<file path="config.mk">
export PLATFORM = sky130hd
export DESIGN_NAME = pngunf_ram
export DESIGN_NICKNAME = d
export VERILOG_FILES = /design/src/pngunf_ram.sv
export SDC_FILE = /design/constraint.sdc
export NUM_CORES = 1
export LEC_CHECK = 0
export BUFFER_PORTS_ARGS = -buffer_cell sky130_fd_sc_hd__buf_4
export CORE_ASPECT_RATIO = 1.5
export CORE_MARGIN = 10
export CORE_UTILIZATION = 45
export DETAILED_ROUTE_END_ITERATION = 8
export PLACE_DENSITY = 0.62
export SLEW_MARGIN = 10
export SYNTH_ARGS = -nofsm -noshare
export SYNTH_HDL_FRONTEND = slang
export SYNTH_SLANG_ARGS = --single-unit
</file>
<file path="constraint.sdc">
create_clock -name clk -period 2.6 [get_ports clk]
set_input_delay 0.52 -clock clk [delete_from_list [all_inputs] [get_ports clk]]
set_output_delay 0.52 -clock clk [all_outputs]
set_load 0.01 [all_outputs]
</file>
<file path="src/pngunf_ram.sv">
`timescale 1ns / 1ps
// ----------------------------------------------------------------------------
// pngunf_ram
// Generic single-port-write, single-port-read RAM with registered read data.
// ----------------------------------------------------------------------------
module pngunf_ram #(
	parameter int WIDTH = 8,
	parameter int DEPTH = 16
) (
	input  logic                     clk,
	input  logic                     we,
	input  logic [$clog2(DEPTH)-1:0] waddr,
	input  logic [WIDTH-1:0]         wdata,
	input  logic                     re,
	input  logic [$clog2(DEPTH)-1:0] raddr,
	output logic [WIDTH-1:0]         rdata
);

	logic [WIDTH-1:0] mem [DEPTH];

	always_ff @(posedge clk) begin
		if (we) begin
			mem[waddr] <= wdata;
		end
		if (re) begin
			rdata <= mem[raddr];
		end
	end

endmodule

</file>
==> metrics.yaml <==
cts_hold_buf: 0
hp-start: "re"
cts_buffer_depth: 2
cpPeakStageDelay_ps: 550
grt_pass1_wl_mm: 15.2
port_buffers: 26
cts_tree: "done"
clock-sinks: 136
rr_startpoint: "mem[1][3]$_DFFE_PP_"
cts_root_buffer: "clkbuf_16"
num_vias: 2434
clock_latency_ps: 410
r2r_slack_ps: 1130
timing.fmax_ghz: 0.547
crit_top_cell: "buf_4"
crit_slowest_cell: "mux4_1"
finClkSkew_ps: 8.74
grt_overflow: 0
reg2reg_to: "rdata[3]$_DFFE_PP_"
avgRoutedWirePerCell_um: 21.4
ys_seq_area_share_pct: 78.1
grt.total_usage_pct: 12.7
synth_area_per_cell_sq_um: 22.8
slew_headroom_pct: 54.7
syn-num-nets: 248
syn_area_sq_mm: 0.00523
rr_worst_depth: 3
p_leak_nw: 2.13
netlist_top_cells_area: "edfxtp_1 (78%), mux4_2 (7.8%), mux4_1 (7.0%), a22oi_1 (2.3%), nor2_1 (0.93%)"
path_max_fanout: 25
crit_buf_inv: 2
cp.arrival_ps: 1990
outcome: "complete, no violations"
die_h_um: 152
wirelength_mm: 9.56
n_antenna_cell: 0
dp_hpwl_mm: 6.38
finalSetupTns_ps: 0
required_ps: 2760
hold_viol: 0
final_nets: 302
cp-endpoint: "rdata[4]$_DFFE_PP_"
startpoint: "raddr[0]"
hold_path_class: "in -> reg"
setup_violations: 0
areaGrowthSynthToFinish_pct: 19.7
min_period_ps: 1830
start_util_pct: 45.6
cp_cell_sequence: "buf_4 > buf_4 > mux4_1 > a22oi_1 > nand2_1"
dp_slack_ps: 335
finalPower_mw: 5.10
worstMarginPinSlew_ps: 678
drive_gt1_share_pct: 30.4
vdd_drop_max_v: 0.000440
cap_violations: 0
postCtsSetupRepairBufs: 0
clkSlewWorstSetupHoldPaths_ps: 50
fin_ws_ps: 772
yosysUniqueCellTypes: 18
slew_viol_final: 0
antenna_found_initial: 0
ys_seq_elements: 136
fill_cells: 872
synth_top_area_share_pct: 78.1
cts_buffers: 17
ioPinCount: 27
grt_pass1_vias: 2580
start_kind: "primary input"
crit_cells: 5
grt_max_degree: 33
rsz0062_at_grt: "no"
core_sq_mm: 0.0115
drt_iter0_drc: 117
yosysTopAreaCell: "edfxtp_1"
crit_family: "buffers and inverters"
critPathKind: "in -> reg"
syn-instance-count: 229
ys_warn_count: 0
routed_via_density: 5.46
dieArea_sq_mm: 0.0164
ant_nets: 0
gp_congestion: 0.712
power.density_mw_per_mm2: 814
cts_max_level: 4
endpoint_kind: "flop"
period_share_pct: 70.3
drc: 0
die_w_um: 108
fp-row-count: 48
first_pass_iters: 4
ctsResizeCount: 0
## Yosys cell counts
cell type        count
edfxtp_1           136
nor2_1              13
mux4_1              14
buf_6                3
nor3_1               4
nand2b_1             2
nand3b_1             2
and2b_1              1
mux4_2              18
a22oi_1             16
buf_2                3
clkdlybuf4s25_2      3
nand3_1              1
nor2b_1              1
buf_4                1
nand2_1              9
and2_1               1
or3b_2               1
## final cells by class
class	instances	area, sq um	share of cell area, %
clock buffer	20	437	6.98
multi-input combinational	83	1060	16.9
sequential	136	4080	65.2
clock inverter	12	156	2.50
timing repair buffer	45	338	5.40
tap	150	188	3.00
## registers in the layout (all words and copies together) (netlist names)
name and count:
rdata 8, mem 128
## worst min-delay path by stage
stage | cells past startpoint | slack, ps | endpoint
after CTS | 1 | 390 | rdata[4]$_DFFE_PP_
after floorplan | 0 | 620 | mem[0][0]$_DFFE_PP_
after detailed placement | 3 | 730 | rdata[1]$_DFFE_PP_
after global routing | 1 | 400 | rdata[4]$_DFFE_PP_
after global placement | 3 | 720 | rdata[1]$_DFFE_PP_
final | 1 | 390 | rdata[4]$_DFFE_PP_
## power by group
group	total [mW]	switching [mW]	internal (mW)
sequential	2.48	0.0115	2.47
combinational	0.231	0.125	0.106
clock	2.38	0.800	1.58
total	5.10	0.937	4.16
## kinds of logic (layout without fill, tap and decap cells)
family          count (synthesis)  in the layout  synth area share [%]
buf+inv                        10             77                  1.65
mux                            32             32                  14.8
flops                         136            136                  78.1
simple gates                   35             35                  3.14
compound gates                 16             16                  2.30
## stage by stage
step	utilization (%)	area [sq um]	std cells	hold slack (ps)
finish	54.6	6260	446	394
global route	54.6	6260	446	400
CTS	54.6	6260	446	391
detailed placement	49.4	5670	414	727
global placement	49.4	5670	414	723
floorplan	-	5230	229	619
## layout by cell type, fill, tap and decap left out, types with 3 or more instances in the layout
cell / count
a22oi_1: 16
buf_4: 45
bufinv_16: 4
clkbuf_1: 3
clkbuf_16: 17
clkinv_1: 3
clkinv_2: 5
edfxtp_1: 136
mux4_1: 14
mux4_2: 18
nand2_1: 9
nor2_1: 13
nor3_1: 4
## routing by layer
| metal | vias up | share of wire, % | global-route usage (%) |
|---|---|---|---|
| met1 | 1269 | 41 | 15.0 |
| li1 | 1088 | - | - |
| met3 | 10 | 4.9 | 4.15 |
| met4 | 0 | 1.5 | 5.17 |
| met2 | 67 | 53 | 20.5 |
| met5 | - | 0 | 0 |
Power figures use the tool's default switching activity.
