File: src/pngunf_pkg.sv
`timescale 1ns / 1ps
// ----------------------------------------------------------------------------
// pngunf_pkg
// Types and codes shared by the PNG scanline unfilter unit.
// ----------------------------------------------------------------------------
package pngunf_pkg;

	typedef enum logic [2:0] {
		FILT_NONE  = 3'd0,
		FILT_SUB   = 3'd1,
		FILT_UP    = 3'd2,
		FILT_AVG   = 3'd3,
		FILT_PAETH = 3'd4,
		FILT_BAD   = 3'd5
	} filt_t;

	typedef enum logic {
		REG_WIDTH     = 1'b0,
		REG_HAS_ALPHA = 1'b1
	} reg_idx_t;

	localparam logic [7:0]  FILT_MAX_CODE = 8'd4;
	localparam int          WIDTH_BITS    = 13;
	localparam logic [12:0] WIDTH_RESET   = 13'd1;

	typedef struct packed {
		logic       is_filter;
		logic       first_row;
		filt_t      filter;
		logic [1:0] chan;
		logic       last;
		logic [7:0] data;
	} item_t;

endpackage

File: src/pngunf_ctrl.sv
`timescale 1ns / 1ps
// ----------------------------------------------------------------------------
// pngunf_ctrl
// Row tracking: filter byte detection, byte column, channel and row end.
// ----------------------------------------------------------------------------
module pngunf_ctrl
	import pngunf_pkg::*;
#(
	parameter int MAX_WIDTH = 4096
) (
	input  logic                              clk,
	input  logic                              arst_n,
	input  logic [WIDTH_BITS-1:0]             width_pixels,
	input  logic                              has_alpha,
	input  logic                              accept,
	input  logic [7:0]                        in_byte,
	input  logic                              start_image,
	output item_t                             item,
	output logic [$clog2(MAX_WIDTH*4)-1:0]    col,
	output logic                              rd_en
);

	localparam int ROW_CAP = MAX_WIDTH * 4;
	localparam int AW      = $clog2(ROW_CAP);
	localparam int RBW     = AW + 1;

	logic [AW-1:0]  col_q;
	logic [1:0]     mod3_q;
	logic           expect_q;
	logic           first_row_q;
	filt_t          row_filter_q;

	logic [31:0]    w_wide;
	logic [RBW-1:0] w_c;
	logic [RBW-1:0] row_bytes;
	logic [AW:0]    col_inc;
	logic           last;
	logic           take_filter;
	logic [1:0]     mod3_next;
	filt_t          new_filter;

	always_comb begin
		if (width_pixels == '0) begin
			w_wide = 32'd1;
		end else if (32'(width_pixels) > 32'(MAX_WIDTH)) begin
			w_wide = 32'(MAX_WIDTH);
		end else begin
			w_wide = 32'(width_pixels);
		end
	end

	assign w_c         = w_wide[RBW-1:0];
	assign row_bytes   = has_alpha ? (w_c << 2) : (w_c + (w_c << 1));
	assign col_inc     = {1'b0, col_q} + {{AW{1'b0}}, 1'b1};
	assign last        = col_inc >= row_bytes;
	assign take_filter = start_image || expect_q;
	assign mod3_next   = (mod3_q == 2'd2) ? 2'd0 : mod3_q + 2'd1;
	assign new_filter  = (in_byte <= FILT_MAX_CODE) ? filt_t'(in_byte[2:0]) : FILT_BAD;

	always_comb begin
		item.is_filter = take_filter;
		item.first_row = first_row_q;
		item.filter    = row_filter_q;
		item.chan      = has_alpha ? col_q[1:0] : mod3_q;
		item.last      = last;
		item.data      = in_byte;
	end

	assign col   = col_q;
	assign rd_en = accept && !take_filter;

	always_ff @(posedge clk or negedge arst_n) begin
		if (!arst_n) begin
			col_q        <= '0;
			mod3_q       <= 2'd0;
			expect_q     <= 1'b1;
			first_row_q  <= 1'b1;
			row_filter_q <= FILT_NONE;
		end else if (accept) begin
			if (take_filter) begin
				row_filter_q <= new_filter;
				col_q        <= '0;
				mod3_q       <= 2'd0;
				expect_q     <= 1'b0;
				first_row_q  <= start_image || first_row_q;
			end else if (last) begin
				col_q       <= '0;
				mod3_q      <= 2'd0;
				expect_q    <= 1'b1;
				first_row_q <= 1'b0;
			end else begin
				col_q  <= col_inc[AW-1:0];
				mod3_q <= mod3_next;
			end
		end
	end

`ifndef SYNTH
	a_mod3_tracks_col: assert property (@(posedge clk) disable iff (!arst_n)
		32'(mod3_q) == 32'(col_q) % 3)
		else $error("channel counter out of step with byte column");

	a_row_end_expects_filter: assert property (@(posedge clk) disable iff (!arst_n)
		accept && !take_filter && last |=> expect_q && col_q == '0)
		else $error("row end did not rearm filter byte");
`endif

endmodule

File: config.mk
export PLATFORM = sky130hd
export DESIGN_NAME = pngunf_ctrl
export DESIGN_NICKNAME = d
export VERILOG_FILES = /design/src/pngunf_pkg.sv /design/src/pngunf_ctrl.sv
export SDC_FILE = /design/constraint.sdc
export NUM_CORES = 1
export LEC_CHECK = 0
export ABC_AREA = 1
export BUFFER_PORTS_ARGS = -buffer_cell sky130_fd_sc_hd__clkbuf_2
export CAP_MARGIN = 30
export CORE_UTILIZATION = 50
export DETAILED_ROUTE_END_ITERATION = 12
export PLACE_DENSITY = 0.78
export SLEW_MARGIN = 5
export SYNTH_ARGS = -nofsm -noshare
export SYNTH_HDL_FRONTEND = slang
export SYNTH_SLANG_ARGS = --single-unit
File: constraint.sdc
create_clock -name clk -period 2.9 [get_ports clk]
set_clock_uncertainty 0.05 [all_clocks]
set_input_delay 0 -clock clk [delete_from_list [all_inputs] [get_ports clk]]
set_output_delay 0 -clock clk [all_outputs]
set_load 0.01 [all_outputs]
==> summary by stage <==
Floorplan
For this configuration, the core starts out at a cell density of between 50% and 60%. The core outline area is between 4000 and 5000 um^2. between 50 and 60 I/O pins were placed. The x dimension of the die is around 72 um. The die span in y is approximately 72 um. The die covers 5220 um^2.

The floorplan row count is 25.

Clocking
In this run the deepest clock path goes through 2 buffers. The clock root buffer is clkbuf_8. Clock tree synthesis inserted a total of 3 buffers. The number of clock sinks seen by CTS is 21. TritonCTS built the clock tree. After clock tree synthesis, the clock-pin slew on the worst setup and hold paths is around 80 ps.

The source-to-sink clock delay at the later pin of the worst-skew pair is between 200 and 300 ps. The CTS H-tree depth is 1.

Logic synthesis
The count of cell types in the netlist is 32. Summing the sequential cell areas from Yosys gives 21.4% of the chip area. The post-synthesis sequential element count is 21. The area of the mapped netlist is around 2500 um^2. Counting every instance in the synthesized netlist gives just under 400. The number of nets in the synthesized netlist is approximately 440. The total number of yosys warnings is 0. A synthesized cell averages ~6.3 um^2.

Layout
The proportion of layout cells with a drive suffix above 1 is roughly two fifths. The post-route non-filler standard cell count is about 570. The antenna cell count is 0. The most common cell after layout, fill and taps aside is nand2_1.

The net count of the finished layout is 545. Compared with the post-synthesis result, the final layout area differs by 45.2%. Leaving out fill and tap cells, the most frequent cells in the layout are 83 x nand2_1, 54 x clkbuf_2, 54 x buf_4.

Outcome
The final reports fail on hold timing, setup timing. The run finished, with violations left.

Timing
Hold timing on the final database bottoms out at a slack of -11.7 ps. The measured slew at the worst slew-check pin is between 500 and 600 ps. The number of max-slew violations in the final report came to 0. The final hold violation count is 1. The final setup violation count is 15. The minimum period implied by the final worst setup slack is ~3000 ps. Based on the critical path, the design can be clocked at up to between 300 and 400 MHz. Dividing the final minimum period by the clock period gives 104%. The remaining max-slew budget at the tightest pin is roughly 65%.

Across all setup checks in the final design, the least slack found is -106 ps. Setup repair after global routing could not meet its margin everywhere.

GRT
The largest net degree at the start of global routing is 22. The first global-routing pass estimated roughly 11000 um of wire. The overall overflow remaining after global route is 0. The via count of the first global-routing pass is about 2.6k. The number of antenna violations at the first check in global routing is 0.

Global routing used ~27% of the available tracks.

Flow run
The count of max-cap constraint violations is 0.

Power
The internal portion of the total power is 0.590 mW. The portion of total power attributed to sequential cells is 33.2%. For this design the static power due to leakage is roughly 1.9 nW. Summed over all nets, the switching power comes to between 0.3 and 0.4 mW. The switching share of total power is roughly 37%.

The clock power share is 21.4%. The total power per unit cell area is about 260 nW/um^2. The share of total power in combinational logic is between 40% and 50%. The worst voltage drop across the vdd grid is 0.188 mV.

Placement
Buffers placed on the I/O ports in this run total 56. Counting tap cells, the placed design contains a total of between 500 and 600 instances. The worst slack at placement is -339 ps.

The half-perimeter wire length of the detailed placement result is approximately 5200 um. The global placer's final weighted congestion is 0.973.

Worst setup path
The register-to-register setup slack is -70 ps. The number of buffer and inverter instances along the worst setup path is 4. The number of cells on the worst reg-to-reg path is 17. In this run the worst path has a maximum fanout of 4. The source of the worst register-to-register timing path is col[0]. The endpoint arrival time on the critical path is around 3000 ps.

The endpoint identified for the worst register-to-register timing path is col[10]. The library cell contributing the largest single delay on the critical path is dfrtp_1. The critical path startpoint category is a flip-flop. Traced cell by cell, the critical path runs through nand2_1, nor2_2, nand3_2, nor4_4, buf_4, xor2_2, inv_1, ha_4, nand2_2, nor2_4, a21oi_2, o21ai_2, a21oi_2, and2_4, nand2_4, buf_6, buf_6. The critical setup path kind is reg -> out.

The endpoint required time on the critical path is 2850 ps. The category of cells accounting for the largest share of critical-path delay is simple AND/OR/NAND/NOR gates. For this run, the slowest stage of the critical path takes ~430 ps. The endpoint type of the worst setup path is an output port.

Worst hold path
Counting instances, the worst hold path has a depth of 3. The path category of the worst min-delay check is in -> reg. The end of the worst hold path is row_filter_q[0]. The startpoint of the lowest-slack hold path is in_byte[0].

Detailed routing
The first detailed-routing pass ran for 4 iterations. The number of remaining DRC errors is 0. The average via count per standard cell is between 5 and 6. After detailed routing, the average wire length per cell comes to 13.7 um.

The total wire length is around 7700 um. Detailed routing inserted a total of roughly 3k vias. The detailed router finished its first iteration with ~170 violations.

In this run the remaining antenna-violating nets after routing total 0.
## area by class of cell
type	count	area, um^2
multi-input combinational	296	1900
fill	355	1140
timing repair buffer	119	802
sequential	21	528
inverter	58	225
tap	67	83.8
clock buffer	4	45.0
## how the worst max path moves through the flow
stage,from,slack [ps],endpoint,cells past startpoint
final,col[0],-110,item[8],17
after global routing,width_pixels[2],-280,item[8],25
after CTS,col[0],-60,item[8],18
after detailed placement,width_pixels[6],-340,mod3_q[1],30
after global placement,width_pixels[11],-190,mod3_q[1],24
after floorplan,width_pixels[6],30,mod3_q[1],30
## through the flow
| stage | setup TNS (ps) | utilization, % | instance area (um^2) | total power, mW |
|---|---|---|---|---|
| finish | -516 | 75.8 | 3580 | 0.939 |
| global route | -3970 | 75.8 | 3580 | 0.989 |
| CTS | -113 | 69.9 | 3300 | 0.879 |
| detailed placement | -5180 | 64.6 | 3050 | 0.662 |
| global placement | -2770 | 64.6 | 3050 | 0.651 |
| floorplan | 0 | - | 2480 | 0.526 |
## worst reg2reg max path: cells and delay by family (launching register included)
family / cells / cell delay (ps)
and+or+nand+nor: 8 / 1020
AOI/OAI and AO/OA: 4 / 510
buffers and inverters: 3 / 450
DFF: 1 / 430
adders and majority gates: 1 / 240
xor gates and xnor gates: 1 / 170
## logic make-up after synthesis
family / after synthesis / share of synthesized area [%]
AO/OA/AOI/OAI: 63 / 14.1
XOR/XNOR: 12 / 4.26
adder cells (fa/ha/maj): 20 / 10.1
buffers and inverters: 76 / 13.7
flip-flops: 21 / 21.4
multiplexers: 1 / 0.406
AND/OR/NAND/NOR: 200 / 36.0
## state kept, by name (all words and copies together), names as in the netlist
register      count
mod3_q            2
col              14
first_row_q       1
row_filter_q      3
expect_q          1
## power groups by stage
stage	registers [mW]	logic, mW	clock network [mW]
global placement	0.317	0.334	0
global route	0.313	0.467	0.209
floorplan	0.320	0.207	0
detailed placement	0.317	0.346	0
CTS	0.311	0.373	0.195
finish	0.312	0.427	0.201
## synthesized netlist by cell type, drive strengths merged
master,count,share of area [%]
xor2,11,3.9
buf,13,4.1
nand3,40,8.7
o21bai,4,1.2
o21ai,31,6.4
inv,58,8.8
dfrtp,19,19
a31oi,2,0.51
mux2i,1,0.41
nand2,102,16
nor4,3,0.76
nor2,41,6.7
a22o,1,0.36
clkbuf,5,0.76
nand4,4,1.0
dfstp,2,2.1
xnor2,1,0.36
a21oi,17,3.4
and2,2,0.51
o22ai,6,1.5
ha,20,10
nor3,8,1.8
o211ai,2,0.61
## metal layers
layer	track usage (%)	part of all wire (%)	up-vias
li1	-	-	1486
met1	32.2	39	1357
met2	50.6	53	110
met3	1.94	4.3	25
met4	8.28	3.5	0
met5	0	0	-
## timing repair
| action | in CTS | in global routing |
|---|---|---|
| endpoints found under the hold margin | 22 | 0 |
| gates resized for setup | 26 | 53 |
| pin swaps | 11 | 29 |
| hold buffers | 5 | 0 |
| endpoints found under the setup margin | 19 | 19 |
| buffers inserted | 8 | 6 |
Power figures use the tool's default switching activity.
