<file path="src/pngunf_pkg.sv">
`timescale 1ns / 1ps
// ----------------------------------------------------------------------------
// pngunf_pkg
// Types and codes shared by the PNG scanline unfilter unit.
// ----------------------------------------------------------------------------
package pngunf_pkg;

	typedef enum logic [2:0] {
		FILT_NONE  = 3'd0,
		FILT_SUB   = 3'd1,
		FILT_UP    = 3'd2,
		FILT_AVG   = 3'd3,
		FILT_PAETH = 3'd4,
		FILT_BAD   = 3'd5
	} filt_t;

	typedef enum logic {
		REG_WIDTH     = 1'b0,
		REG_HAS_ALPHA = 1'b1
	} reg_idx_t;

	localparam logic [7:0]  FILT_MAX_CODE = 8'd4;
	localparam int          WIDTH_BITS    = 13;
	localparam logic [12:0] WIDTH_RESET   = 13'd1;

	typedef struct packed {
		logic       is_filter;
		logic       first_row;
		filt_t      filter;
		logic [1:0] chan;
		logic       last;
		logic [7:0] data;
	} item_t;

endpackage

</file>
<file path="src/pngunf_recon.sv">
`timescale 1ns / 1ps
// ----------------------------------------------------------------------------
// pngunf_recon
// Reconstruction stage: predictor, prior row write-back and output register.
// ----------------------------------------------------------------------------
module pngunf_recon
	import pngunf_pkg::*;
#(
	parameter int AW = 14
) (
	input  logic          clk,
	input  logic          arst_n,
	input  logic          accept,
	input  item_t         item_in,
	input  logic [AW-1:0] col_in,
	input  logic [7:0]    rd_data,
	output logic          in_ready,
	output logic          wr_en,
	output logic [AW-1:0] wr_addr,
	output logic [7:0]    wr_data,
	output logic          out_valid,
	input  logic          out_ready,
	output logic [7:0]    out_byte,
	output logic          end_of_row,
	output logic          bad_filter
);

	function automatic logic [7:0] paeth(input logic [7:0] a, input logic [7:0] b,
		input logic [7:0] c);
		logic signed [10:0] da, db, dc;
		logic        [10:0] pa, pb, pc;
		da = $signed({3'b000, b}) - $signed({3'b000, c});
		db = $signed({3'b000, a}) - $signed({3'b000, c});
		dc = da + db;
		pa = (da < 0) ? 11'(-da) : 11'(da);
		pb = (db < 0) ? 11'(-db) : 11'(db);
		pc = (dc < 0) ? 11'(-dc) : 11'(dc);
		if (pa <= pb && pa <= pc) begin
			return a;
		end else if (pb <= pc) begin
			return b;
		end else begin
			return c;
		end
	endfunction

	logic          s1_v_q;
	item_t         item_s1;
	logic [AW-1:0] col_s1;
	logic          out_v_q;
	logic [7:0]    out_byte_q;
	logic          end_of_row_q;
	logic          bad_filter_q;
	logic [7:0]    left_q  [4];
	logic [7:0]    upper_q [4];

	logic          commit;
	logic [7:0]    a, b, c, pred, res;
	logic [8:0]    sum_ab;

	assign commit   = s1_v_q && (item_s1.is_filter || !out_v_q || out_ready);
	assign in_ready = !s1_v_q || commit;

	assign a      = left_q[item_s1.chan];
	assign c      = upper_q[item_s1.chan];
	assign b      = item_s1.first_row ? 8'd0 : rd_data;
	assign sum_ab = {1'b0, a} + {1'b0, b};

	always_comb begin
		case (item_s1.filter)
			FILT_SUB:   pred = a;
			FILT_UP:    pred = b;
			FILT_AVG:   pred = sum_ab[8:1];
			FILT_PAETH: pred = paeth(a, b, c);
			default:    pred = 8'd0;
		endcase
	end

	assign res     = item_s1.data + pred;
	assign wr_en   = commit && !item_s1.is_filter;
	assign wr_addr = col_s1;
	assign wr_data = res;

	always_ff @(posedge clk or negedge arst_n) begin
		if (!arst_n) begin
			s1_v_q  <= 1'b0;
			out_v_q <= 1'b0;
		end else begin
			s1_v_q  <= accept || (s1_v_q && !commit);
			out_v_q <= wr_en || (out_v_q && !out_ready);
		end
	end

	always_ff @(posedge clk) begin
		if (accept) begin
			item_s1 <= item_in;
			col_s1  <= col_in;
		end
		if (wr_en) begin
			out_byte_q   <= res;
			end_of_row_q <= item_s1.last;
			bad_filter_q <= item_s1.filter == FILT_BAD;
		end
	end

	always_ff @(posedge clk or negedge arst_n) begin
		if (!arst_n) begin
			for (int i = 0; i < 4; i++) begin
				left_q[i]  <= 8'd0;
				upper_q[i] <= 8'd0;
			end
		end else if (commit) begin
			if (item_s1.is_filter) begin
				for (int i = 0; i < 4; i++) begin
					left_q[i]  <= 8'd0;
					upper_q[i] <= 8'd0;
				end
			end else begin
				left_q[item_s1.chan]  <= res;
				upper_q[item_s1.chan] <= b;
			end
		end
	end

	assign out_valid  = out_v_q;
	assign out_byte   = out_byte_q;
	assign end_of_row = end_of_row_q;
	assign bad_filter = bad_filter_q;

`ifndef SYNTH
	a_out_from_sample: assert property (@(posedge clk) disable iff (!arst_n)
		$rose(out_v_q) |-> $past(s1_v_q && !item_s1.is_filter))
		else $error("output loaded without a sample transaction");
`endif

endmodule

</file>
<file path="config.mk">
export PLATFORM = sky130hd
export DESIGN_NAME = pngunf_recon
export DESIGN_NICKNAME = d
export VERILOG_FILES = /design/src/pngunf_pkg.sv /design/src/pngunf_recon.sv
export SDC_FILE = /design/constraint.sdc
export NUM_CORES = 1
export LEC_CHECK = 0
export BUFFER_PORTS_ARGS = -buffer_cell sky130_fd_sc_hd__buf_4
export CORE_UTILIZATION = 45
export CTS_CLUSTER_DIAMETER = 60
export DETAILED_ROUTE_END_ITERATION = 10
export MAX_ROUTING_LAYER = met4
export PLACE_DENSITY = 0.65
export SKIP_LAST_GASP = 1
export SYNTH_ARGS = -nofsm -noshare
export SYNTH_HDL_FRONTEND = slang
export SYNTH_SLANG_ARGS = --single-unit
</file>
<file path="constraint.sdc">
create_clock -name clk -period 15.71 [get_ports clk]
set_input_delay 1.571 -clock clk [delete_from_list [all_inputs] [get_ports clk]]
set_output_delay 1.571 -clock clk [all_outputs]
set_load 0.02 [all_outputs]
</file>
==> flow_summary.ini, run 1 <==
[drt]
drcViolationCount = 0
via_per_inst = 5.71
ant_nets = 0
routedWlPerCell_microns = 19.1
num_vias = 5781
dr.pass1.iters = 5
drt_iter0_markers = 299
postRouteWirelength_mm = 19.3

[synthesis]
synth_edf_count = 40
synth-seq-cells = 106
synthFlopType = dfrtp_1
yosysUniqueCellTypes = 64
synthArstFlopShare_pct = 62.3
syn-instance-count = 713
synth_top_cell_area_share_pct = 22.4
synth_top_cell_by_area = dfrtp_1
synth_area_leaders = dfrtp_1 22%, edfxtp_1 16%, ha_1 12%
syn_avg_cell_area_sq_um = 10.4
yosys_warnings = 0
netlist_area_sq_mm = 0.00738
yosysSeqAreaShare_pct = 38.7

[setup_path]
path_buf_inv = 4
timing.rr.start = item_s1[9]
end_kind = output port
critPathMaxStageDelay_ns = 0.65
setup.worst_path.start_class = input port
critPathSlowestCell = a21oi_1
rrSetupSlack_ns = 6.27
cp_max_fo = 9
arrival_ns = 10.15
required_ns = 14.14
path_delay_family = compound AO/OA/AOI/OAI gates
reg2regPathDepth = 36
r2r_end = left_q[14]
critPathKind = input port to output port

[clock_tree]
cts_sinks = 106
cts_tree = built
ctsHtreeMaxLevel = 3
postCtsSetupBuffers = 0
cts_resized = 0
path_clk_slew_ns = 0.06
clkLatencyLatePin_ns = 0.36
hold_buffers = 0
cts_buffer_depth = 2
cts_made_buffers = 9
cts-root-buf = clkbuf_16

[grt]
grt_pass1_wl_mm = 31.2
grt_pass1_vias = 5774
grt_antenna_before_repair = 0
grt_overflow = 0
grt_use_met3_pct = 2.91
grt_max_degree = 67
grtUsageTotal_pct = 25.1
grtUsageMet2_pct = 40.5
grt-busiest-layer = met2
met1_usage_pct = 34.0

[sta]
final.setup.tns_ns = 0
rsz0062_at_grt = no
slew_violations = 0
timing.final.crit_share_pct = 74.6
final.setup_skew_ns = 0.0158
hold_viol_final = 0
finalSetupViolations = 0
fin_crit_ns = 11.72
timing.fmax_mhz = 85.3
relSlewSlack_pct = 37.9
worst_pin_slew_ns = 0.924

[pwr]
ir_drop_mv = 0.132
p_leak_nw = 3.83
power_density_mw_per_mm2 = 219
report.power.total_mw = 1.86

[cells_and_area]
final_area_sq_mm = 0.00851
area_growth_pct = 15.3
antennaDiodeCount = 0
nets = 909
layout-drive-gt1-share_pct = 15.1
final_common_cell = buf_4
post_layout_nonfiller_instances = 1012
final_cell_mix = 81 x buf_4, 71 x ha_1, 66 x dfrtp_1

[min_path]
holdPathStages = 0
hp-start = item_s1[8]
worstHoldPathType = register to register
min_to = end_of_row

[die]
core_area_sq_mm = 0.0159
die_area_sq_mm = 0.0169
start_util_pct = 46.3
die_x_microns = 130
ioPinCount = 77
fp.dieH_microns = 130
rows = 46

[job]
drv_cap = 0

[outcome]
status = completed

[place]
gp_congestion = 0.887
place_hpwl_mm = 15.0
port_buffers = 76
placed_cells_incl_taps = 996
dpl_cell_area_sq_mm = 0.00821
synth_stat cells (17+ instances only):
cell type	number
a21oi_1	31
a22o_1	37
clkbuf_1	19
dfrtp_1	66
edfxtp_1	40
ha_1	71
inv_1	48
nand2_1	64
nand2b_1	17
nor2_1	25
o21ai_0	54
xnor2_1	36
cell families (layout without fill, tap and decap cells):
| family | after synthesis | in the layout | synth area share (%) |
|---|---|---|---|
| AND/OR/NAND/NOR | 171 | 171 | 11.5 |
| buffers and inverters | 70 | 145 | 3.56 |
| adder cells (fa/ha/maj) | 81 | 81 | 14.1 |
| AO/OA/AOI/OAI | 199 | 199 | 18.4 |
| other | 2 | 10 | 0.102 |
| flip-flops | 106 | 106 | 38.7 |
| XOR/XNOR | 53 | 53 | 6.76 |
| multiplexers | 31 | 31 | 6.93 |
flip-flops by register name, summed over array words and instances, names as in the netlist:
name and flops:
bad_filter 1, s1_v_q 1, wr_addr 14, item_s1 16
out_valid 1, upper_q 32, left_q 32, out_byte 8
end_of_row 1
layout make-up:
class	instances	area, sq um
clock buffers	11	254
clock inverters	5	42.5
fillers	1441	7440
inverters	48	180
multi-input cells	545	4300
flip-flops and latches	106	2850
well taps	216	270
repair buffers	81	608
where the power goes:
group	switching (mW)	leakage (nW)	total, mW	internal, mW
clock network	0.105	0.148	0.224	0.120
registers	0.0171	1.29	0.340	0.323
logic	0.755	2.40	1.30	0.541
total	0.877	3.83	1.86	0.984
worst max path at each step:
stage / startpoint / endpoint / depth (start not counted)
2_1_floorplan: rd_data[0] / wr_data[7] / 34
3_5_place_dp: rd_data[0] / wr_data[7] / 36
6_report: rd_data[0] / wr_data[6] / 36
4_1_cts: rd_data[0] / wr_data[7] / 36
3_3_place_gp: rd_data[0] / wr_data[7] / 36
5_1_grt: rd_data[0] / wr_data[7] / 37
through the flow:
| step | hold WS [ns] | util, % | setup WS (ns) |
|---|---|---|---|
| floorplan | 0.400 | - | 5.27 |
| global placement | 0.401 | 51.5 | 4.23 |
| detailed placement | 0.406 | 51.5 | 4.06 |
| CTS | 0.422 | 53.4 | 4.00 |
| global route | 0.433 | 53.4 | 3.18 |
| finish | 0.422 | 53.4 | 3.99 |
worst reg2reg max path, delay by kind of cell, from the launching register on:
family	cells	cell delay (ns)
fa+ha+maj	6	1.89
compound gates	17	3.67
xor+xnor	2	0.77
mux	3	1.23
buf+inv	4	0.63
simple gates	4	0.84
flops	1	0.33
per-layer routing:
| layer | wire [microns] | share of wire (%) |
|---|---|---|
| met1 | 8810 | 46 |
| met2 | 9420 | 49 |
| met3 | 796 | 4.1 |
| met4 | 316 | 1.6 |
| met5 | 0 | 0 |
No activity file was read; power rests on OpenSTA's default activity.
==> inputs of run 2 (changes only) <==
- ABC_AREA: not set -> 1
- clock period: 15.71 -> 12 ns (I/O delays scaled with it)
==> run 2 against run 1 <==
Net effect: core utilization increased by 0.60 points; clock skew decreased by 0.0016 ns; critical endpoint unchanged; global-route usage decreased by 0.72 points; clock power increased by 40%; area after synthesis increased by 2.0%; largest power group unchanged; first-iteration DRC count increased by 49%; combinational power increased by 12%; die area increased by 2.0%; routed wire length increased by 4.1%; flip-flop and latch count unchanged; synthesized cell count increased by 28%.
==> flow_summary.ini, run 2 <==
[die]
fp.dieH_microns = 131
die_x_microns = 131
ioPinCount = 77
rows = 46
start_util_pct = 46.7
die_area_sq_mm = 0.0173
core_area_sq_mm = 0.0161

[drt]
routedWlPerCell_microns = 16.4
num_vias = 6600
drt_iter0_markers = 446
ant_nets = 0
postRouteWirelength_mm = 20.1
dr.pass1.iters = 5
drcViolationCount = 0
via_per_inst = 5.39

[sta]
hold_viol_final = 0
timing.final.crit_share_pct = 82.2
finalSetupViolations = 0
rsz0062_at_grt = no
setup_ws_ns = 2.14
final.setup_skew_ns = 0.0142
slew_violations = 0
relSlewSlack_pct = 30.1
worst_pin_slew_ns = 1.05
fin_crit_ns = 9.86
timing.fmax_mhz = 101
final.setup.tns_ns = 0

[pwr]
sw_frac_of_total_pct = 49.4
p_sw_mw = 1.08
ir_drop_mv = 0.213
intPower_mw = 1.11
power_frac_seq_pct = 19.9
clockPowerShare_pct = 14.2
power_density_mw_per_mm2 = 252
power_frac_comb_pct = 65.9
p_leak_nw = 4.33
report.power.total_mw = 2.19

[synthesis]
synth_edf_count = 40
synth-seq-cells = 106
synth_area_leaders = dfrtp_1 22%, edfxtp_1 16%, ha_1 12%
synth_common_cells = 187 x nand2_1, 149 x inv_1, 71 x ha_1
synth.most_common_cell = nand2_1
syn-instance-count = 914
synth_simple_gate_area_share_pct = 20.0
netlist_area_sq_mm = 0.00753
synth_top_cell_area_share_pct = 21.9
yosys_warnings = 0
synth_top_family_by_area = simple AND/OR/NAND/NOR gates
synthArstFlopShare_pct = 62.3
synthFlopType = dfrtp_1
yosys-mux-area-fraction_pct = 0
synth_top_cell_by_area = dfrtp_1
yosysSeqAreaShare_pct = 37.9
synth_compound_area_share_pct = 16.3
yosysUniqueCellTypes = 52
syn_avg_cell_area_sq_um = 8.24
synth_fa_ha_area_share_pct = 13.1
synth_xor_area_share_pct = 3.89

[clock_tree]
path_clk_slew_ns = 0.07
ctsHtreeMaxLevel = 3
cts_sinks = 106
cts_tree = built
hold_buffers = 0
clkLatencyLatePin_ns = 0.36
postCtsSetupBuffers = 0
cts_buffer_depth = 2
cts_resized = 0
cts_made_buffers = 9
cts-root-buf = clkbuf_16

[place]
gp_congestion = 0.892
place_hpwl_mm = 15.5
port_buffers = 76
post-place-ws_ns = 2.66

[setup_path]
critPathMaxStageDelay_ns = 0.62
r2r_end = out_byte[6]
setup.worst_path.start_class = register
timing.rr.start = item_s1[9]
required_ns = 10.80
critPathSlowestCell = edfxtp_1
critical_path.most_common_cell = nand2_1
arrival_ns = 8.66
reg2regPathDepth = 42
cp_max_fo = 16
critPathKind = register to output port
end_kind = output port
rrSetupSlack_ns = 3.60

[min_path]
holdPathStages = 0
min_to = end_of_row
worstHoldPathType = register to register
hp-start = item_s1[8]

[cells_and_area]
nets = 1121
final_common_cell = nand2_1
final_cell_mix = 187 x nand2_1, 149 x inv_1, 80 x buf_4
final_core_util_pct = 54.0
antennaDiodeCount = 0
fill_cells = 1545
layout-drive-gt1-share_pct = 14.9
area_growth_pct = 15.5
top_regs = left_q x32, upper_q x32, item_s1 x16

[grt]
grt_antenna_before_repair = 0
grt_pass1_vias = 6317
grt_max_degree = 67
grt_pass1_wl_mm = 32.2
grt_overflow = 0
grtUsageTotal_pct = 24.4

[outcome]
status = completed

[job]
drv_cap = 0
-- run 2: cell count changes after synthesis, sizes merged, moves of 17 or more --
cell | before | now
nand2b | 17 | 0
inv | 48 | 157
o22ai | 5 | 42
xnor2 | 37 | 5
nand2 | 64 | 209
a22o | 37 | 0
a21oi | 31 | 52
nand3 | 8 | 51
-- run 2: layout make-up --
cell class                      count  area [sq um]  share of cell area (%)
Clock buffer                       11           254                    2.92
Clock inverter                      5          63.8                   0.734
Inverter                          160           601                    6.91
Multi-Input combinational cell    646          4050                    46.6
Sequential cell                   106          2850                    32.8
Tap cell                          216           270                    3.11
Timing Repair Buffer               80           601                    6.91
-- run 2: metal layers --
layer / share of wire, % / up-vias / track usage, %
met2: 46 / 241 / 39.5
met1: 47 / 3065 / 32.1
met3: 5.4 / 34 / 3.01
met5: 0 / - / -
met4: 1.9 / 0 / 6.98
li1: - / 3260 / -
-- run 2: how the worst max path moves through the flow --
stage	startpoint	endpoint	slack (ns)	depth (start not counted)
global placement	item_s1[9]	wr_data[6]	2.75	43
floorplan	rd_data[0]	wr_data[7]	3.91	47
finish	item_s1[9]	wr_data[6]	2.14	43
detailed placement	item_s1[9]	wr_data[6]	2.66	43
CTS	item_s1[9]	wr_data[6]	2.27	43
global route	item_s1[9]	wr_data[7]	1.42	47
-- run 2: cell families (layout without fill, tap and decap cells) --
kind of cell	after synthesis	after routing
simple gates	329	329
compound gates	201	201
buf+inv	170	256
flops	106	106
fa+ha+maj	76	76
xor+xnor	30	30
other cells	2	10
-- run 2: metrics by stage --
stage               instances  hold slack (ns)  cell area (sq um)
floorplan                 922            0.400               7560
global placement         1208            0.402               8380
detailed placement       1208            0.414               8380
CTS                      1224            0.424               8700
global route             1224            0.449               8700
finish                   1224            0.421               8700
-- run 2: critical path, delay by kind of cell (launching register included) --
family,cells,cell delay (ns)
AOI/OAI and AO/OA,14,2.57
and+or+nand+nor,14,1.82
adders and majority gates,6,1.70
xor gates and xnor gates,3,0.87
buffers and inverters,6,0.73
DFF,1,0.62
-- run 2: power by group through the flow --
stage	logic [mW]	clock network (mW)	registers (mW)
finish	1.45	0.313	0.436
global route	1.63	0.330	0.440
CTS	1.44	0.316	0.435
detailed placement	1.43	0	0.442
global placement	1.41	0	0.442
floorplan	1.08	0	0.450
